## config.mk

```make
export PLATFORM = sky130hd
export DESIGN_NAME = rlscf_alu
export DESIGN_NICKNAME = d
export VERILOG_FILES = /design/src/hw/rtl/rlscf_pkg.sv /design/src/hw/rtl/rlscf_alu.sv
export SDC_FILE = /design/constraint.sdc
export NUM_CORES = 2
export LEC_CHECK = 0
export BUFFER_PORTS_ARGS = -buffer_cell sky130_fd_sc_hd__buf_4
export CELL_PAD_IN_SITES_DETAIL_PLACEMENT = 0
export CELL_PAD_IN_SITES_GLOBAL_PLACEMENT = 2
export CORE_ASPECT_RATIO = 1.75
export CORE_UTILIZATION = 41
export DETAILED_ROUTE_END_ITERATION = 7
export PLACE_DENSITY = 0.85
export SYNTH_ARGS = -nofsm -noshare
export SYNTH_HDL_FRONTEND = slang
export SYNTH_SLANG_ARGS = --single-unit
export TNS_END_PERCENT = 100
```

## constraint.sdc

```tcl
create_clock -name clk -period 12.4 [get_ports clk]
set_input_delay 1.24 -clock clk [delete_from_list [all_inputs] [get_ports clk]]
set_output_delay 1.24 -clock clk [all_outputs]
set_load 0.1 [all_outputs]
```

## src/hw/rtl/rlscf_pkg.sv

```systemverilog
package rlscf_pkg;

  localparam int W         = 48;
  localparam int FRAC_BITS = 24;
  localparam int AW        = W + 4;
  localparam int HW        = W / 2;
  localparam int PW        = 2 * W;
  localparam int DW        = W + FRAC_BITS;
  localparam int QVW       = ((PW - FRAC_BITS) > DW ? (PW - FRAC_BITS) : DW) + 1;
  localparam int RV_W      = W - 1;
  localparam int CFG_IDX_W = 3;
  localparam int N         = 4;
  localparam int COV_DEPTH = N * N;

  localparam logic [W-1:0]    Q_ONE         = W'(1) << FRAC_BITS;
  localparam logic [RV_W-1:0] NOISE_VAR_RST = RV_W'(4) << FRAC_BITS;
  localparam logic [RV_W-1:0] INIT_VAR_RST  = RV_W'(10) << FRAC_BITS;
  localparam logic [W-1:0]    COEF_POS_RST  = W'(2) << FRAC_BITS;
  localparam logic [W-1:0]    COEF_NEG_RST  = W'(0) - (W'(2) << FRAC_BITS);

  localparam logic CMD_RESTART = 1'b0;
  localparam logic CMD_MEASURE = 1'b1;

  typedef enum logic [CFG_IDX_W-1:0] {
    CFG_NOISE_VAR = 3'd0,
    CFG_INIT_VAR  = 3'd1,
    CFG_COEF0     = 3'd2,
    CFG_COEF1     = 3'd3,
    CFG_COEF2     = 3'd4,
    CFG_COEF3     = 3'd5
  } cfg_idx_t;

  localparam logic [1:0] ST_UPDATED   = 2'd0;
  localparam logic [1:0] ST_SKIPPED   = 2'd1;
  localparam logic [1:0] ST_SATURATED = 2'd2;

  typedef struct packed {
    logic                cmd;
    logic signed [W-1:0] sample_x;
    logic signed [W-1:0] sample_y;
  } in_item_t;

  typedef struct packed {
    logic signed [W-1:0] coef0;
    logic signed [W-1:0] coef1;
    logic signed [W-1:0] coef2;
    logic signed [W-1:0] coef3;
    logic signed [W-1:0] residual;
    logic [1:0]          status;
  } out_item_t;

  typedef enum logic {
    ALU_MUL = 1'b0,
    ALU_DIV = 1'b1
  } alu_op_t;

  typedef struct packed {
    logic                start;
    alu_op_t             op;
    logic signed [W-1:0] a;
    logic signed [W-1:0] b;
  } alu_req_t;

  typedef struct packed {
    logic                done;
    logic                ovf;
    logic signed [W-1:0] res;
  } alu_rsp_t;

  typedef struct packed {
    logic                ovf;
    logic signed [W-1:0] val;
  } sat_t;

  // Clamp a wide exact sum to the 48-bit range and report whether it clipped.
  function automatic sat_t sat_w(input logic signed [AW-1:0] v);
    sat_t r;
    if (v[AW-1:W-1] == '0 || v[AW-1:W-1] == '1) begin
      r.ovf = 1'b0;
      r.val = v[W-1:0];
    end else begin
      r.ovf = 1'b1;
      r.val = v[AW-1] ? {1'b1, {(W-1){1'b0}}} : {1'b0, {(W-1){1'b1}}};
    end
    return r;
  endfunction

endpackage

```

## src/hw/rtl/rlscf_alu.sv

```systemverilog
module rlscf_alu (
  input  logic                 clk,
  input  logic                 rst,
  input  rlscf_pkg::alu_req_t  req,
  output rlscf_pkg::alu_rsp_t  rsp
);

  localparam int W   = rlscf_pkg::W;
  localparam int HW  = rlscf_pkg::HW;
  localparam int PW  = rlscf_pkg::PW;
  localparam int DW  = rlscf_pkg::DW;
  localparam int QVW = rlscf_pkg::QVW;
  localparam int FB  = rlscf_pkg::FRAC_BITS;
  localparam int CW  = $clog2(DW);

  typedef enum logic [3:0] {
    A_IDLE = 4'b0001,
    A_MUL  = 4'b0010,
    A_DIV  = 4'b0100,
    A_FIN  = 4'b1000
  } alu_state_t;

  alu_state_t     state;
  logic [CW-1:0]  cnt;
  logic [W-1:0]   ma;
  logic [W-1:0]   mb;
  logic           neg;
  logic           is_div;
  logic [PW-1:0]  prod;
  logic [W-1:0]   rem;
  logic [DW-1:0]  dvd;
  logic [DW-1:0]  quo;

  logic [HW-1:0]   a_half;
  logic [HW-1:0]   b_half;
  logic [2*HW-1:0] pp;
  logic [1:0]      shift_sel;
  logic [PW-1:0]   pp_sh;
  logic [W:0]      trial;
  logic [W:0]      diff;
  logic            take;
  logic [QVW-1:0]  qv;
  logic [QVW-1:0]  lim_pos;
  logic [QVW-1:0]  lim_neg;

  function automatic logic [W-1:0] mag(input logic signed [W-1:0] v);
    return v[W-1] ? W'(-v) : W'(v);
  endfunction

  // One 24x24 partial product per cycle; the counter bits pick the halves.
  always_comb begin
    a_half    = cnt[0] ? ma[W-1:HW] : ma[HW-1:0];
    b_half    = cnt[1] ? mb[W-1:HW] : mb[HW-1:0];
    pp        = a_half * b_half;
    shift_sel = {1'b0, cnt[0]} + {1'b0, cnt[1]};
    pp_sh     = PW'(pp) << (shift_sel * HW);
    trial     = {rem, dvd[DW-1]};
    take      = trial >= {1'b0, mb};
    diff      = trial - {1'b0, mb};
    if (is_div) begin
      qv = QVW'(quo);
    end else begin
      qv = QVW'(prod[PW-1:FB]) + QVW'(neg && (prod[FB-1:0] != '0));
    end
    lim_pos = QVW'({(W-1){1'b1}});
    lim_neg = QVW'(1) << (W - 1);
  end

  always_ff @(posedge clk) begin
    if (rst) begin
      state    <= A_IDLE;
      rsp.done <= 1'b0;
    end else begin
      rsp.done <= (state == A_FIN);
      unique case (state)
        A_IDLE: begin
          if (req.start) begin
            ma     <= mag(req.a);
            mb     <= mag(req.b);
            neg    <= req.a[W-1] ^ req.b[W-1];
            is_div <= (req.op == rlscf_pkg::ALU_DIV);
            cnt    <= '0;
            prod   <= '0;
            rem    <= '0;
            quo    <= '0;
            dvd    <= DW'(mag(req.a)) << FB;
            state  <= (req.op == rlscf_pkg::ALU_DIV) ? A_DIV : A_MUL;
          end
        end
        A_MUL: begin
          prod <= prod + pp_sh;
          cnt  <= cnt + CW'(1);
          if (cnt == CW'(3)) begin
            state <= A_FIN;
          end
        end
        A_DIV: begin
          rem <= take ? diff[W-1:0] : trial[W-1:0];
          quo <= {quo[DW-2:0], take};
          dvd <= dvd << 1;
          cnt <= cnt + CW'(1);
          if (cnt == CW'(DW - 1)) begin
            state <= A_FIN;
          end
        end
        A_FIN: begin
          if (neg) begin
            rsp.ovf <= qv > lim_neg;
            rsp.res <= (qv > lim_neg) ? {1'b1, {(W-1){1'b0}}} : -$signed(qv[W-1:0]);
          end else begin
            rsp.ovf <= qv > lim_pos;
            rsp.res <= (qv > lim_pos) ? {1'b0, {(W-1){1'b1}}} : $signed(qv[W-1:0]);
          end
          state <= A_IDLE;
        end
        default: state <= A_IDLE;
      endcase
    end
  end

endmodule

```

After elaboration in Yosys (flattened, before gate mapping):

Index checks and enable logic that the tools add are counted.

* bits of input ports: 100
* flip-flop bits (word level): 447
* logic and storage cells: 75

* add/subtract/negate cells: 8
* multipliers: 2
* reduce and logical (&&, ||, !) cells: 12
* bitwise gates (word level): 2
* shift-type cells: 1
* eq/ne operators: 9
* $lt $le $gt $ge: 3
* muxes and demuxes: 24

Operator list (count)
* $pmux 72 s2: 2
* $mux 48: 5
* $pmux 96 s2: 1
* $mux 72: 2
* $neg 48->48: 3
* $add 96x96->96: 1
* $mux 96: 1
* $pmux 48 s2: 1
* $shl 48x7->96: 1
* $add 72x1->73: 1
* $gt 73x47->1 const B: 1
* $gt 73x48->1 const B: 1
* $mux 73: 1
* $ge 49x48->1: 1
* $mux 49: 1
* $mul 24x24->48: 1
* $mux 24: 2
* $sub 48x48->48: 1
* $mux 47: 1
* $reduce_bool 24->1: 1
* $reduce_and 3->1: 5
* $pmux 7 s2: 1
* $mux 4: 3
* $pmux 4 s3: 1
* other kinds (18): 22

Depth between registers and ports, before layout:

* word-level depth: 7
* mapped depth: 46

Worst setup path before layout:

Ideal clock, no wire load.

* path type: register to register
* from: register cnt[1]
* to: register prod[89], data pin
* arrival time: 10913 ps
* clock period less this slack: 11182 ps
* library setup time: 269 ps
* stages on the path, launching flop included: 42
* data required time: 12131 ps
* setup slack: 1218 ps
* path buffers: 5
* cell sequence: edfxtp_1 > clkbuf_1 > inv_1 > buf_1 > a21boi_1 > clkbuf_1 > nor2_1 > fa_1 > fa_1 > inv_1 > fa_1 > inv_1 > fa_1 > inv_1 > fa_1 > inv_1 > fa_1 > inv_1 > [... 6 more ...] > a221o_1 > a311oi_1 > o21ai_0 > xnor2_1 > inv_1 > a211o_1 > o21ai_0 > a21oi_1 > ha_1 > clkbuf_1 > nand4_1 > or3_1 > o31ai_1 > a21oi_1 > o31ai_1 > a31oi_1 > o41ai_1 > mux2i_1

* word-level cells in the longest chain between the ends: 5

RTL lines
* from (decl): line rlscf_alu.sv:24 `logic [CW-1:0] cnt;`
* from (signal assigned): line rlscf_alu.sv:92 `cnt <= cnt + CW'(1);`
* from (signal assigned): line rlscf_alu.sv:101 `cnt <= cnt + CW'(1);`
* $mux 24 / $add 1x1->2 (equally long branches): line rlscf_alu.sv:53, rlscf_alu.sv:55
* $mul 24x24->48 / $mul 2x2->4 (equally long branches): line rlscf_alu.sv:54, rlscf_alu.sv:56
* $shl 48x7->96 (*): line rlscf_alu.sv:56 `pp_sh = PW'(pp) << (shift_sel * HW);`
* $add 96x96->96 (*): line rlscf_alu.sv:91 `prod <= prod + pp_sh;`
* $pmux 96 s2 (*): line rlscf_alu.sv:75 `unique case (state)`
* to (signal assigned): line rlscf_alu.sv:91
* to (decl): line rlscf_alu.sv:29 `logic [PW-1:0] prod;`

Mark *: on every way between the ends. The rest lies on a longest branch, timed or not.
A chain may end at the register's enable or synchronous reset.

Worst setup path in the final report:

* from: register cnt[1]
* to: register prod[91], data pin

Same word-level chain as after synthesis.

==> summary.txt <==
Setup path
  • Slowest CP cell: a31oi_1
  • WS Path Type: reg -> reg
  • Setup crit end kind: register
  • Most frequent CP cell: inv_1
  • FF-to-FF End: prod[91]$_SDFFCE_PN0P_
  • Worst Reg-to-Reg Cells: 46
  • Req. time, crit path: around 13,000 ps
  • Crit-path max FO: 34
  • Startpoint type of the worst setup path: register
  • Reg-to-reg slack, setup: 370 ps
  • CP max stage delay: ~730 ps
  • Reg-to-reg startpoint: cnt[1]$_SDFFCE_PN0P_
  • CP Launch Point: cnt[1]$_SDFFCE_PN0P_
  • CP arrival: 12,400 ps

Clock tree
  • CTS tree: yes
  • CTS Root Cell: clkbuf_16
  • Num CTS Buffers: 48
  • Clock Path Buffers: 3
  • Cts hold-fix bufs: 0
  • Num Clock Sinks: 423
  • # H-tree levels: 2
  • Reg clk slew, reported paths: 60 ps
  • Worst-Skew Late Latency: 670 ps

Outcome
  • Status: finished, final reports clean

Placed design
  • IO Port Bufs: 149
  • Post-DP HPWL: roughly 160 mm
  • Routability cong.: 1.06

STA
  • Setup TNS: 0 ps
  • Worst-margin pin slew: approximately 1200 ps
  • Crit share post-route: between 90% and 100%
  • Fmax achieved: between 80 and 90 MHz
  • Finish-stage setup viols: 0
  • Slew margin rel.: about 22%
  • Worst Skew: 45.5 ps
  • Unrepaired setup endpoints after global routing: no
  • Pins over their slew limit: 0
  • Final hold violation count: 0
  • Tmin final: between 10,000 and 15,000 ps

Final layout
  • Layout cell share with drive strength beyond 1: about an eighth
  • Area Growth Syn to Fin: 12.9%
  • Filler cells: 12,600
  • NumNets Final: 7,174

Run
  • Max-cap violation count: 0

Min path
  • Hold EP: quo[43]$_SDFFCE_PN0P_
  • Hold Path Stages: 1
  • Hold Path Origin: quo[42]$_SDFFCE_PN0P_
  • Hold Crit Class: reg -> reg

Global routing
  • Global route total overflow: 0
  • All-Layer GR Usage: 31.2%
  • Vias in the first global route: 47,800
  • Initial antenna violation count: 6
  • Global-route wire length before repair: about 300 mm
  • Largest net degree at the start of global routing: 86

Detailed routing
  • DRT antenna net count: 0
  • Top layer reached by signal wires: met5
  • Routed length on met3: 7.76 mm
  • Drt total wl: 202 mm
  • Initial drt markers: roughly 2,500
  • WL met2: 108 mm
  • Number of detailed-route iterations in the first pass: 6
  • Wire length per cell: 25.4 µm
  • Met1 wire length: 63.5 mm
  • DR vias/cell: 5.73
  • Residual DRC: 0
  • Via Count: 45,600

Die
  • Die X: 271 µm
  • # rows: 172
  • Core area: approximately 0.13 mm²
  • Die area: 0.128 mm²
  • Starting Density: 41.4%
  • Die span in y: 473 µm
  • Io pins: 150

Synth
  • #FFs+latches synth: 423
  • Synth Area per Inst: 8.69 µm²
  • Syn. warnings: 0
  • Sequential element share of the synthesized area: between 20% and 30%
  • Netlist Area Pre-Place: 0.0520 mm²
  • Synth Flop Type: edfxtp_1
  • Post-synth EDFFs: 418
  • Top-area cell type share of the netlist area: around 24%
  • Mapped Cells: about 6,000
  • Synth top area cells: edfxtp_1 (24%), fa_1 (19%), ha_1 (7.8%), nor2_1 (5.5%), inv_1 (5.1%)
  • Synth cell types: 100
  • Top cells by count, synth: nor2_1 (768), inv_1 (700), nand2_1 (633)
  • Top cell type by total area after synthesis: edfxtp_1
  • Syn Nets: 6,894
  • Most common cell in the netlist: nor2_1
  • Ys async rst share: 0%
## placed cells by master (no fill, tap or decap), types with 120 or more instances in the layout
| cell | netlist | final |
|---|---|---|
| nor2_1 | 768 | 767 |
| fa_1 | 484 | 484 |
| inv_1 | 700 | 699 |
| nand2_1 | 633 | 633 |
| o21ai_0 | 235 | 228 |
| a21oi_1 | 303 | 301 |
| xnor2_1 | 208 | 207 |
| ha_1 | 326 | 325 |
| a21o_1 | 128 | 128 |
| buf_4 | 1 | 511 |
| and2_1 | 121 | 120 |
| edfxtp_1 | 418 | 418 |
## sequential cells by signal, indices dropped and copies added (netlist names)
register and cells:
mb 48, state 4, is_div 1, rsp 50
neg 1, quo 72, ma 48, dvd 48
rem 48, cnt 7, prod 96
## routing by layer
layer	GRT usage, %	vias up
met5	0	-
met4	29.0	8
met3	3.73	730
met2	59.5	1503
met1	28.0	22400
li1	-	21000
## area by class of cell
cell class / count / area (µm²) / share of cell area [%]
Timing Repair Buffer: 519 / 3980 / 6.78
Sequential cell: 423 / 12700 / 21.5
Multi-Input combinational cell: 4569 / 35700 / 60.9
Inverter: 703 / 2640 / 4.50
Antenna cell: 2 / 5.00 / 0.00852
Clock buffer: 56 / 1250 / 2.13
Clock inverter: 33 / 389 / 0.663
Tap cell: 1653 / 2070 / 3.52
## cells by family after synthesis
logic type               count (synthesis)  share of synthesized area [%]
buffers and inverters                  993                           7.33
AO/OA/AOI/OAI                         1151                           14.4
multiplexers                           155                           3.11
AND/OR/NAND/NOR                       2157                           19.4
flip-flops                             423                           24.3
XOR/XNOR                               295                           4.97
adder cells (fa/ha/maj)                810                           26.5
## worst max-delay path, delay by kind of cell, from the launching register on
family                     cells  cell delay [ps]
buffers and inverters         13             1780
DFF                            1              400
xor gates and xnor gates       2              530
AOI/OAI and AO/OA             11             3300
adders and majority gates      9             3500
muxes                          2              500
and+or+nand+nor                9             1650
## metrics by stage
step | area, µm² | util (%) | setup WS (ps) | instances | hold WS, ps
2_1_floorplan | 52000 | - | 1220 | 5984 | 510
3_3_place_gp | 57000 | 45.3 | 121 | 7863 | 525
3_5_place_dp | 57000 | 45.3 | 291 | 7864 | 533
4_1_cts | 58600 | 46.6 | 231 | 7953 | 550
5_1_grt | 58700 | 46.7 | 31.4 | 7957 | 561
6_report | 58700 | 46.7 | 366 | 7958 | 546
## worst max path at each step
stage	slack, ps	cells after the start	end
after floorplan	1220	41	prod[89]$_SDFFCE_PN0P_
after global placement	120	42	prod[94]$_SDFFCE_PN0P_
after detailed placement	290	40	prod[89]$_SDFFCE_PN0P_
after CTS	230	38	prod[89]$_SDFFCE_PN0P_
after global routing	30	44	prod[89]$_SDFFCE_PN0P_
final	370	46	prod[91]$_SDFFCE_PN0P_
## what timing repair did
action | CTS | global route
resized for setup | 0 | 14
setup endpoints to repair | 0 | 32
setup buffers | 0 | 2
Power is left out: the tool's default activity adds up to more than one toggle a clock period on the data nets, which glitch-free logic cannot reach.
